`src/sv/mla_pkg.sv`:
```
// Shared types and constants of the motion and light alarm sequencer.
package mla_pkg;

   localparam int AXIS_COUNT     = 6;
   localparam int COUNT_WIDTH    = 8;
   localparam int CSR_INDEX_WIDTH = 2;
   localparam int CSR_DATA_WIDTH = 32;

   typedef logic [1:0] mode_type;

   localparam mode_type MODE_IDLE    = 2'd0;
   localparam mode_type MODE_INTERIM = 2'd1;
   localparam mode_type MODE_BUZZ    = 2'd2;
   localparam mode_type MODE_WAIT    = 2'd3;

   typedef logic [CSR_INDEX_WIDTH-1:0] csr_index_type;

   localparam csr_index_type REG_MOTION_THRESHOLD = 2'd0;
   localparam csr_index_type REG_LIGHT_THRESHOLD  = 2'd1;
   localparam csr_index_type REG_BUZZ_LENGTH      = 2'd2;
   localparam csr_index_type REG_WAIT_LENGTH      = 2'd3;

   localparam int RESET_MOTION_THRESHOLD = 5000;
   localparam int RESET_LIGHT_THRESHOLD  = 30000;
   localparam int RESET_BUZZ_LENGTH      = 8;
   localparam int RESET_WAIT_LENGTH      = 16;

endpackage

```
`src/sv/motion_light_alarm_sequencer.sv`:
```
// Top level of the motion and light alarm sequencer.
// Takes one word per cycle while results are taken and returns exactly one result word per
// input word. The motion magnitude is formed from the request ports and captured with the
// word in the input register at the accepting edge. From there the mode sequencer
// (calibration, delta compares, buzz and wait counters) loads the result register and updates
// the sequencer state once the result register is free or its word is taken.
// The sequencer update sets the rate of one word per cycle. While a result
// waits, one more word can enter the input register; after that req_ready stays low until
// the result is taken.
module motion_light_alarm_sequencer #(
   parameter int AXIS_WIDTH  = 16,
   parameter int LIGHT_WIDTH = 24
) (
   input  logic                                 clock,
   input  logic                                 reset,

   input  logic                                 req_valid,
   output logic                                 req_ready,
   input  logic signed [AXIS_WIDTH-1:0]         req_gyro_x,
   input  logic signed [AXIS_WIDTH-1:0]         req_gyro_y,
   input  logic signed [AXIS_WIDTH-1:0]         req_gyro_z,
   input  logic signed [AXIS_WIDTH-1:0]         req_accel_x,
   input  logic signed [AXIS_WIDTH-1:0]         req_accel_y,
   input  logic signed [AXIS_WIDTH-1:0]         req_accel_z,
   input  logic                                 req_motion_valid,
   input  logic [LIGHT_WIDTH-1:0]               req_light_level,
   input  logic                                 req_light_valid,

   output logic                                 rsp_valid,
   input  logic                                 rsp_ready,
   output mla_pkg::mode_type                    rsp_mode,
   output logic                                 rsp_buzzer_on,
   output logic [AXIS_WIDTH+1:0]                rsp_motion_change,
   output logic [LIGHT_WIDTH-1:0]               rsp_light_change,
   output logic                                 rsp_cycle_flagged,

   input  logic                                 csr_valid,
   output logic                                 csr_ready,
   input  logic [mla_pkg::CSR_INDEX_WIDTH-1:0]  csr_index,
   input  logic [mla_pkg::CSR_DATA_WIDTH-1:0]   csr_wdata
);
   import mla_pkg::*;

   localparam int MOTION_WIDTH = AXIS_WIDTH + 2;

   // Configuration registers.
   logic [MOTION_WIDTH-1:0] motion_threshold_ff;
   logic [LIGHT_WIDTH-1:0]  light_threshold_ff;
   logic [COUNT_WIDTH-1:0]  buzz_length_ff;
   logic [COUNT_WIDTH-1:0]  wait_length_ff;

   // Input register.
   logic                         s1_valid_ff, s1_valid_in;
   logic [MOTION_WIDTH-1:0]      s1_magnitude_ff;
   logic                         s1_motion_valid_ff;
   logic [LIGHT_WIDTH-1:0]       s1_light_ff;
   logic                         s1_light_valid_ff;

   // Sequencer state.
   mode_type                     mode_ff, mode_in;
   logic [MOTION_WIDTH-1:0]      motion_base_ff, motion_base_in;
   logic [LIGHT_WIDTH-1:0]       light_base_ff, light_base_in;
   logic                         motion_ready_ff, motion_ready_in;
   logic                         light_ready_ff, light_ready_in;
   logic [COUNT_WIDTH-1:0]       buzz_count_ff, buzz_count_in;
   logic [COUNT_WIDTH-1:0]       wait_count_ff, wait_count_in;
   logic                         flagged_ff, flagged_in;
   logic                         buzzer_ff, buzzer_in;

   // Result register.
   logic                         rsp_valid_ff, rsp_valid_in;
   mode_type                     rsp_mode_ff;
   logic                         rsp_buzzer_ff;
   logic [MOTION_WIDTH-1:0]      rsp_motion_change_ff, motion_change_in;
   logic [LIGHT_WIDTH-1:0]       rsp_light_change_ff, light_change_in;
   logic                         rsp_flagged_ff;

   logic [AXIS_COUNT-1:0][AXIS_WIDTH-1:0] axis_bus;
   logic [MOTION_WIDTH-1:0]      magnitude;
   logic                         req_accept;
   logic                         s2_load;
   logic [MOTION_WIDTH-1:0]      motion_sample, motion_gap;
   logic [LIGHT_WIDTH-1:0]       light_sample, light_gap;
   logic [COUNT_WIDTH-1:0]       buzz_step, wait_step;

   // ---------------------------------------------------------------------------
   // Configuration port
   // ---------------------------------------------------------------------------
   assign csr_ready = 1'b1;

   always_ff @(posedge clock) begin
      if (reset) begin
         motion_threshold_ff <= MOTION_WIDTH'(RESET_MOTION_THRESHOLD);
         light_threshold_ff  <= LIGHT_WIDTH'(RESET_LIGHT_THRESHOLD);
         buzz_length_ff      <= COUNT_WIDTH'(RESET_BUZZ_LENGTH);
         wait_length_ff      <= COUNT_WIDTH'(RESET_WAIT_LENGTH);
      end else if (csr_valid && csr_ready) begin
         case (csr_index)
            REG_MOTION_THRESHOLD: motion_threshold_ff <= MOTION_WIDTH'(csr_wdata);
            REG_LIGHT_THRESHOLD:  light_threshold_ff  <= LIGHT_WIDTH'(csr_wdata);
            REG_BUZZ_LENGTH:      buzz_length_ff      <= csr_wdata[COUNT_WIDTH-1:0];
            REG_WAIT_LENGTH:      wait_length_ff      <= csr_wdata[COUNT_WIDTH-1:0];
            default: ;
         endcase
      end
   end

   // ---------------------------------------------------------------------------
   // Handshake
   // ---------------------------------------------------------------------------
   assign s2_load    = s1_valid_ff && (!rsp_valid_ff || rsp_ready);
   assign req_ready  = !s1_valid_ff || s2_load;
   assign req_accept = req_valid && req_ready;

   always_comb begin
      s1_valid_in = s1_valid_ff;
      if (req_accept) begin
         s1_valid_in = 1'b1;
      end else if (s2_load) begin
         s1_valid_in = 1'b0;
      end
      rsp_valid_in = rsp_valid_ff;
      if (s2_load) begin
         rsp_valid_in = 1'b1;
      end else if (rsp_ready) begin
         rsp_valid_in = 1'b0;
      end
   end

   always_ff @(posedge clock) begin
      if (reset) begin
         s1_valid_ff  <= 1'b0;
         rsp_valid_ff <= 1'b0;
      end else begin
         s1_valid_ff  <= s1_valid_in;
         rsp_valid_ff <= rsp_valid_in;
      end
   end

   // ---------------------------------------------------------------------------
   // Motion magnitude into the input register
   // ---------------------------------------------------------------------------
   assign axis_bus = {req_accel_z, req_accel_y, req_accel_x,
                      req_gyro_z, req_gyro_y, req_gyro_x};

   mla_magnitude #(
      .AXIS_WIDTH (AXIS_WIDTH)
   ) u_magnitude (
      .axis_in   (axis_bus),
      .magnitude (magnitude)
   );

   always_ff @(posedge clock) begin
      if (req_accept) begin
         s1_magnitude_ff    <= magnitude;
         s1_motion_valid_ff <= req_motion_valid;
         s1_light_ff        <= req_light_level;
         s1_light_valid_ff  <= req_light_valid;
      end
   end

   // ---------------------------------------------------------------------------
   // Mode sequencer
   // ---------------------------------------------------------------------------
   always_comb begin
      // The stored baseline stands in for an invalid sample.
      motion_sample = s1_motion_valid_ff ? s1_magnitude_ff : motion_base_ff;
      light_sample  = s1_light_valid_ff ? s1_light_ff : light_base_ff;
      motion_gap    = (motion_base_ff > motion_sample) ? motion_base_ff - motion_sample
                                                       : motion_sample - motion_base_ff;
      light_gap     = (light_base_ff > light_sample) ? light_base_ff - light_sample
                                                     : light_sample - light_base_ff;
      buzz_step     = buzz_count_ff + 1'b1;
      wait_step     = wait_count_ff + 1'b1;

      mode_in          = mode_ff;
      motion_base_in   = motion_base_ff;
      light_base_in    = light_base_ff;
      motion_ready_in  = motion_ready_ff;
      light_ready_in   = light_ready_ff;
      buzz_count_in    = buzz_count_ff;
      wait_count_in    = wait_count_ff;
      flagged_in       = flagged_ff;
      buzzer_in        = buzzer_ff;
      motion_change_in = '0;
      light_change_in  = '0;

      case (mode_ff)
         MODE_IDLE: begin
            if (!motion_ready_ff) begin
               motion_ready_in = 1'b1;
            end else begin
               motion_change_in = motion_gap;
               if (motion_gap > motion_threshold_ff) begin
                  mode_in        = MODE_INTERIM;
                  light_ready_in = 1'b0;
               end
            end
            motion_base_in = motion_sample;
         end
         MODE_INTERIM: begin
            if (!light_ready_ff) begin
               light_ready_in = 1'b1;
            end else begin
               light_change_in = light_gap;
               if (light_gap > light_threshold_ff) begin
                  mode_in        = MODE_BUZZ;
                  light_ready_in = 1'b0;
               end
            end
            light_base_in = light_sample;
         end
         MODE_BUZZ: begin
            if (buzz_count_ff == '0) begin
               buzzer_in = 1'b1;
            end
            if (!light_ready_ff) begin
               light_ready_in = 1'b1;
            end else begin
               light_change_in = light_gap;
               if (light_gap > light_threshold_ff) begin
                  flagged_in = 1'b1;
               end
            end
            light_base_in = light_sample;
            buzz_count_in = buzz_step;
            // A length of zero ends the phase on its first word, as a length of one does.
            if (buzz_step >= buzz_length_ff) begin
               buzzer_in = 1'b0;
               if (flagged_in) begin
                  mode_in         = MODE_IDLE;
                  motion_ready_in = 1'b0;
                  light_ready_in  = 1'b0;
                  buzz_count_in   = '0;
                  wait_count_in   = '0;
                  flagged_in      = 1'b0;
               end else begin
                  mode_in       = MODE_WAIT;
                  wait_count_in = '0;
               end
            end
         end
         default: begin
            if (!light_ready_ff) begin
               light_ready_in = 1'b1;
            end else begin
               light_change_in = light_gap;
               if (light_gap > light_threshold_ff) begin
                  flagged_in = 1'b1;
               end
            end
            light_base_in = light_sample;
            wait_count_in = wait_step;
            if (wait_step >= wait_length_ff) begin
               mode_in       = MODE_BUZZ;
               buzz_count_in = '0;
            end
         end
      endcase
   end

   always_ff @(posedge clock) begin
      if (reset) begin
         mode_ff         <= MODE_IDLE;
         motion_base_ff  <= '0;
         light_base_ff   <= '0;
         motion_ready_ff <= 1'b0;
         light_ready_ff  <= 1'b0;
         buzz_count_ff   <= '0;
         wait_count_ff   <= '0;
         flagged_ff      <= 1'b0;
         buzzer_ff       <= 1'b0;
      end else if (s2_load) begin
         mode_ff         <= mode_in;
         motion_base_ff  <= motion_base_in;
         light_base_ff   <= light_base_in;
         motion_ready_ff <= motion_ready_in;
         light_ready_ff  <= light_ready_in;
         buzz_count_ff   <= buzz_count_in;
         wait_count_ff   <= wait_count_in;
         flagged_ff      <= flagged_in;
         buzzer_ff       <= buzzer_in;
      end
   end

   always_ff @(posedge clock) begin
      if (s2_load) begin
         rsp_mode_ff          <= mode_in;
         rsp_buzzer_ff        <= buzzer_in;
         rsp_motion_change_ff <= motion_change_in;
         rsp_light_change_ff  <= light_change_in;
         rsp_flagged_ff       <= flagged_in;
      end
   end

   assign rsp_valid         = rsp_valid_ff;
   assign rsp_mode          = rsp_mode_ff;
   assign rsp_buzzer_on     = rsp_buzzer_ff;
   assign rsp_motion_change = rsp_motion_change_ff;
   assign rsp_light_change  = rsp_light_change_ff;
   assign rsp_cycle_flagged = rsp_flagged_ff;

`ifndef SYNTHESIS
   // The buzzer only sounds while the sequencer sits in a buzz phase.
   assert property (@(posedge clock) disable iff (reset)
      buzzer_ff |-> (mode_ff == MODE_BUZZ))
      else $error("buzzer on outside buzz mode");

   // A flagged cycle is always cleared on the way back to idle.
   assert property (@(posedge clock) disable iff (reset)
      ((mode_ff == MODE_IDLE) || (mode_ff == MODE_INTERIM)) |-> !flagged_ff)
      else $error("cycle flag set outside the alarm cycle");

   // An accepted word always lands in the input register.
   assert property (@(posedge clock) disable iff (reset)
      (req_valid && req_ready) |=> s1_valid_ff)
      else $error("accepted word lost");

   // A result the sink has not taken is never overwritten.
   assert property (@(posedge clock) disable iff (reset)
      (rsp_valid_ff && !rsp_ready) |-> !s2_load)
      else $error("stalled result overwritten");
`endif

endmodule

```
`src/sv/mla_magnitude.sv`:
```
// Motion magnitude: sum of the absolute values of the six IMU axes.
module mla_magnitude #(
   parameter int AXIS_WIDTH = 16
) (
   input  logic [mla_pkg::AXIS_COUNT-1:0][AXIS_WIDTH-1:0] axis_in,
   output logic [AXIS_WIDTH+1:0]                          magnitude
);
   import mla_pkg::*;

   localparam int SUM_WIDTH = AXIS_WIDTH + 2;

   logic [AXIS_WIDTH-1:0] abs_val [AXIS_COUNT];

   // The most negative sample maps to 2**(AXIS_WIDTH-1), which still fits unsigned.
   always_comb begin
      for (int i = 0; i < AXIS_COUNT; i++) begin
         abs_val[i] = axis_in[i][AXIS_WIDTH-1] ? (~axis_in[i] + 1'b1) : axis_in[i];
      end
   end

   always_comb begin
      magnitude = '0;
      for (int i = 0; i < AXIS_COUNT; i++) begin
         magnitude = magnitude + SUM_WIDTH'(abs_val[i]);
      end
   end

endmodule
```
`config.mk`:
```
export PLATFORM = sky130hd
export DESIGN_NAME = motion_light_alarm_sequencer
export DESIGN_NICKNAME = d
export VERILOG_FILES = /design/src/sv/mla_pkg.sv /design/src/sv/motion_light_alarm_sequencer.sv /design/src/sv/mla_magnitude.sv
export SDC_FILE = /design/constraint.sdc
export NUM_CORES = 1
export LEC_CHECK = 0
export BUFFER_PORTS_ARGS = -buffer_cell sky130_fd_sc_hd__buf_2
export CORE_ASPECT_RATIO = 0.7
export CORE_UTILIZATION = 60
export DETAILED_ROUTE_END_ITERATION = 8
export HOLD_SLACK_MARGIN = 0.05
export PLACE_DENSITY = 0.89
export SKIP_CTS_REPAIR_TIMING = 1
export SLEW_MARGIN = 15
export SYNTH_ARGS = -nofsm -noshare
export SYNTH_HDL_FRONTEND = slang
export SYNTH_SLANG_ARGS = --single-unit
```
`constraint.sdc`:
```
create_clock -name clock -period 7.99 [get_ports clock]
set_input_delay 0.3995 -clock clock [delete_from_list [all_inputs] [get_ports clock]]
set_output_delay 0.3995 -clock clock [all_outputs]
set_load 0.005 [all_outputs]
```
==> results_dict.tcl <==
set metrics [dict create \
    cts_tree "done" \
    synth_top_area_share_pct 15.0 \
    synth.most_common_cell "inv_1" \
    min_period_ns 6.81 \
    syn_nets 2495 \
    min_to "s1_light_ff[0]" \
    portBuffers 200 \
    worstMarginPinSlew_ns 1.09 \
    grt_usage_pct 29.8 \
    synth_area_leaders "edfxtp_1 15%, dfxtp_1 14%, ha_1 13%, fa_1 5.9%, inv_1 4.6%" \
    synth_xor_xnor_area_share_pct 7.56 \
    met3_usage_pct 4.83 \
    maxSlewHeadroom_pct 27.3 \
    worst_ep_required_time_ns 8.44 \
    busiest_layer "met2" \
    rsz0062_at_grt "no" \
    yosysSeqAreaShare_pct 28.7 \
    synth_simple_gate_area_share_pct 16.3 \
    synthCells 2098 \
    clockRootBuffer "clkbuf_16" \
    place_ws_ns 1.38 \
    crit_top_cell "a21oi_1" \
    syn2layout_area_growth_pct 11.6 \
    max_freq_ghz 0.147 \
    initial_core_util_pct 61.7 \
    grt_pass1_wl_mm 75.0 \
    r2r_start "s1_light_valid_ff" \
    yosys_warnings 0 \
    cts_sinks 214 \
    finalWorstSetupSlack_ns 1.18 \
    dp.cells 2599 \
    grt_pass1_vias 15000 \
    utilization_pct 68.9 \
    grt_max_degree 93 \
    met2_usage_pct 48.0 \
    fp.dieH_um 147 \
    io_pins 210 \
    yosys.area_share.adder_pct 18.5 \
    cp_slowest_cell "a21oi_1" \
    p_leak_nw 8.89 \
    path_cells "buf_4 -> mux2i_1 -> inv_1 -> ha_1 -> nor2b_1 -> o21ai_0 -> nand3b_1 -> a21oi_1 -> o21a_1 -> and2_1 -> nor2_1 -> o31ai_1 -> xnor2_1 -> ha_1 -> a21o_1 -> a21o_1 -> a211oi_1 -> o21a_1 -> a31oi_1 -> or4_1 -> a21oi_1 -> nand3_1 -> a21oi_1" \
    routed-via-count 16000 \
    r2r_cells 23 \
    fp-row-count 52 \
    setup_viol 0 \
    grt-ovfl-total 0 \
    final_nets 2657 \
    nFillCells 2304 \
    cts.path.max_buffers 3 \
    power.total_w 0.00609 \
    arrival_ns 7.25 \
    finalNonFillerCells 2655 \
    hold_path.class "in2reg" \
    hold_path_depth 1 \
    power.density_mw_per_mm2 302 \
    syn-mean-instance-area_sq_um 8.62 \
    dr.first_iter.drc_count 1455 \
    maxCapViolCount 0 \
    yosys_register_bits 214 \
    cp_max_fo 17 \
    fin_crit_sh_pct 85.2 \
    max_stage_delay_ns 0.64 \
    cp-end-kind "register" \
    peakVddDrop_v 0.000646 \
    hpwlAfterDp_mm 36.5 \
    yosys.area.top_type "edfxtp_1" \
    critical_path_class "reg2reg" \
    drtPass1Iterations 6 \
    synth-edff-count 90 \
    netlist_area_sq_mm 0.0181 \
    htreeDepth 1 \
    clock_latency_ns 0.53 \
    numCtsBuffers 22 \
    hold_path_startpoint "req_light_level[0]" \
    viasPerCell 6.04 \
    synth-async-reset-ratio_pct 0 \
    tns_ns 0 \
    antenna_found_initial 4 \
    die_area_sq_mm 0.0308 \
    wire_per_inst_um 17.7 \
    synth_common_cells "221 x inv_1, 211 x nand2_1, 183 x ha_1" \
    die_w_um 209 \
    fin_skew_ns 0.0181 \
    ant_nets 0 \
    core_region_area_sq_mm 0.0293 \
    r2r_setup_slack_ns 1.18 \
    status "completed" \
    use_met1_pct 41.5 \
    wirelength_mm 47.0 \
    synth_top_family_by_area "adder cells" \
    synthMuxAreaShare_pct 3.79 \
    final_layout_size_suffix_gt1_share_pct 12.7 \
    ys.flop_type "dfxtp_1" \
    globalplace.congestion 0.948 \
    drc 0 \
    synth_compound_area_share_pct 18.5 \
    ys_types 75 \
    reg2reg_to "buzz_count_ff[1]" \
    path_clk_slew_ns 0.06 \
    final-hold-violation-count 0 \
    startpoint_type "register" \
    report.final.slew_viol_count 0 \
]
==> state kept, by name, indices dropped and copies added (netlist names), 18 cells and up <==
signal and flops:
s1_magnitude_ff 18, rsp_light_change 24, motion_threshold_ff 18, motion_base_ff 18, s1_light_ff 24, rsp_motion_change 18
light_base_ff 24, light_threshold_ff 24
==> per-stage QoR <==
step | hold slack, ns | area [sq um]
2_1_floorplan | 0.436 | 18100
3_3_place_gp | 0.442 | 19300
3_5_place_dp | 0.447 | 19300
4_1_cts | 0.0256 | 20000
5_1_grt | 0.0502 | 20200
6_report | 0.0526 | 20200
==> how the worst max path moves through the flow <==
stage / startpoint / end / slack [ns] / cells past startpoint
floorplan: req_gyro_y[2] / s1_magnitude_ff[16] / 2.07 / 23
global placement: req_gyro_y[5] / s1_magnitude_ff[16] / 1.45 / 24
detailed placement: s1_light_valid_ff / buzz_count_ff[1] / 1.38 / 23
CTS: s1_light_valid_ff / buzz_count_ff[1] / 1.35 / 23
global route: s1_light_valid_ff / buzz_count_ff[7] / 0.95 / 23
finish: s1_light_valid_ff / buzz_count_ff[1] / 1.18 / 23
==> where the power goes <==
group          switching, W  internal (W)
clock              0.000451      0.000614
combinational       0.00201       0.00158
sequential        0.0000527       0.00138
total               0.00252       0.00357
==> area by class of cell <==
type | count | area [sq um] | area share [%]
inverters | 222 | 833 | 4.13
repair buffers | 226 | 1240 | 6.13
clock inverters | 12 | 125 | 0.620
flip-flops and latches | 214 | 5180 | 25.7
diodes | 1 | 2.50 | 0.0124
multi-input cells | 1574 | 11700 | 58.0
clock buffers | 28 | 614 | 3.04
well taps | 378 | 473 | 2.34
==> cell usage in the layout (no fill, tap or decap), types with 20 or more instances in the layout <==
cell / netlist / routed
nor2b_1: 36 / 36
edfxtp_1: 90 / 90
a211oi_1: 53 / 53
clkbuf_16: 0 / 23
a21oi_1: 155 / 155
buf_2: 14 / 199
dfxtp_1: 124 / 124
ha_1: 183 / 183
o21a_1: 20 / 20
nor3_1: 23 / 22
a21o_1: 52 / 52
xnor2_1: 81 / 81
or3_1: 27 / 27
inv_1: 221 / 221
mux2i_1: 65 / 65
o31ai_1: 24 / 24
fa_1: 53 / 53
o21ai_0: 83 / 83
nor2_1: 120 / 119
nand4_1: 26 / 26
nand2_1: 211 / 211
o211ai_1: 34 / 34
and2_1: 28 / 27
nand3_1: 35 / 35
xor2_1: 75 / 75
==> kinds of logic after synthesis <==
group,count (synthesis)
buffers and inverters,310
adders and majority gates,236
xor gates and xnor gates,156
muxes,68
and+or+nand+nor,598
other,1
DFF,214
AOI/OAI and AO/OA,515
==> critical path, delay by kind of cell (launching register included) <==
kind,cells,cell delay [ns]
AOI/OAI and AO/OA,11,3.02
xor gates and xnor gates,1,0.19
adders and majority gates,2,0.62
DFF,1,0.62
muxes,1,0.46
buffers and inverters,2,0.55
and+or+nand+nor,6,1.24
==> per-layer routing <==
layer  part of all wire, %  vias to the layer above
met2                    45                      668
met5                 0.079                        -
met3                   7.8                      107
met4                   2.8                        6
li1                      -                     7670
met1                    44                     7583
Note: power is estimated with default switching activity, not from simulation.
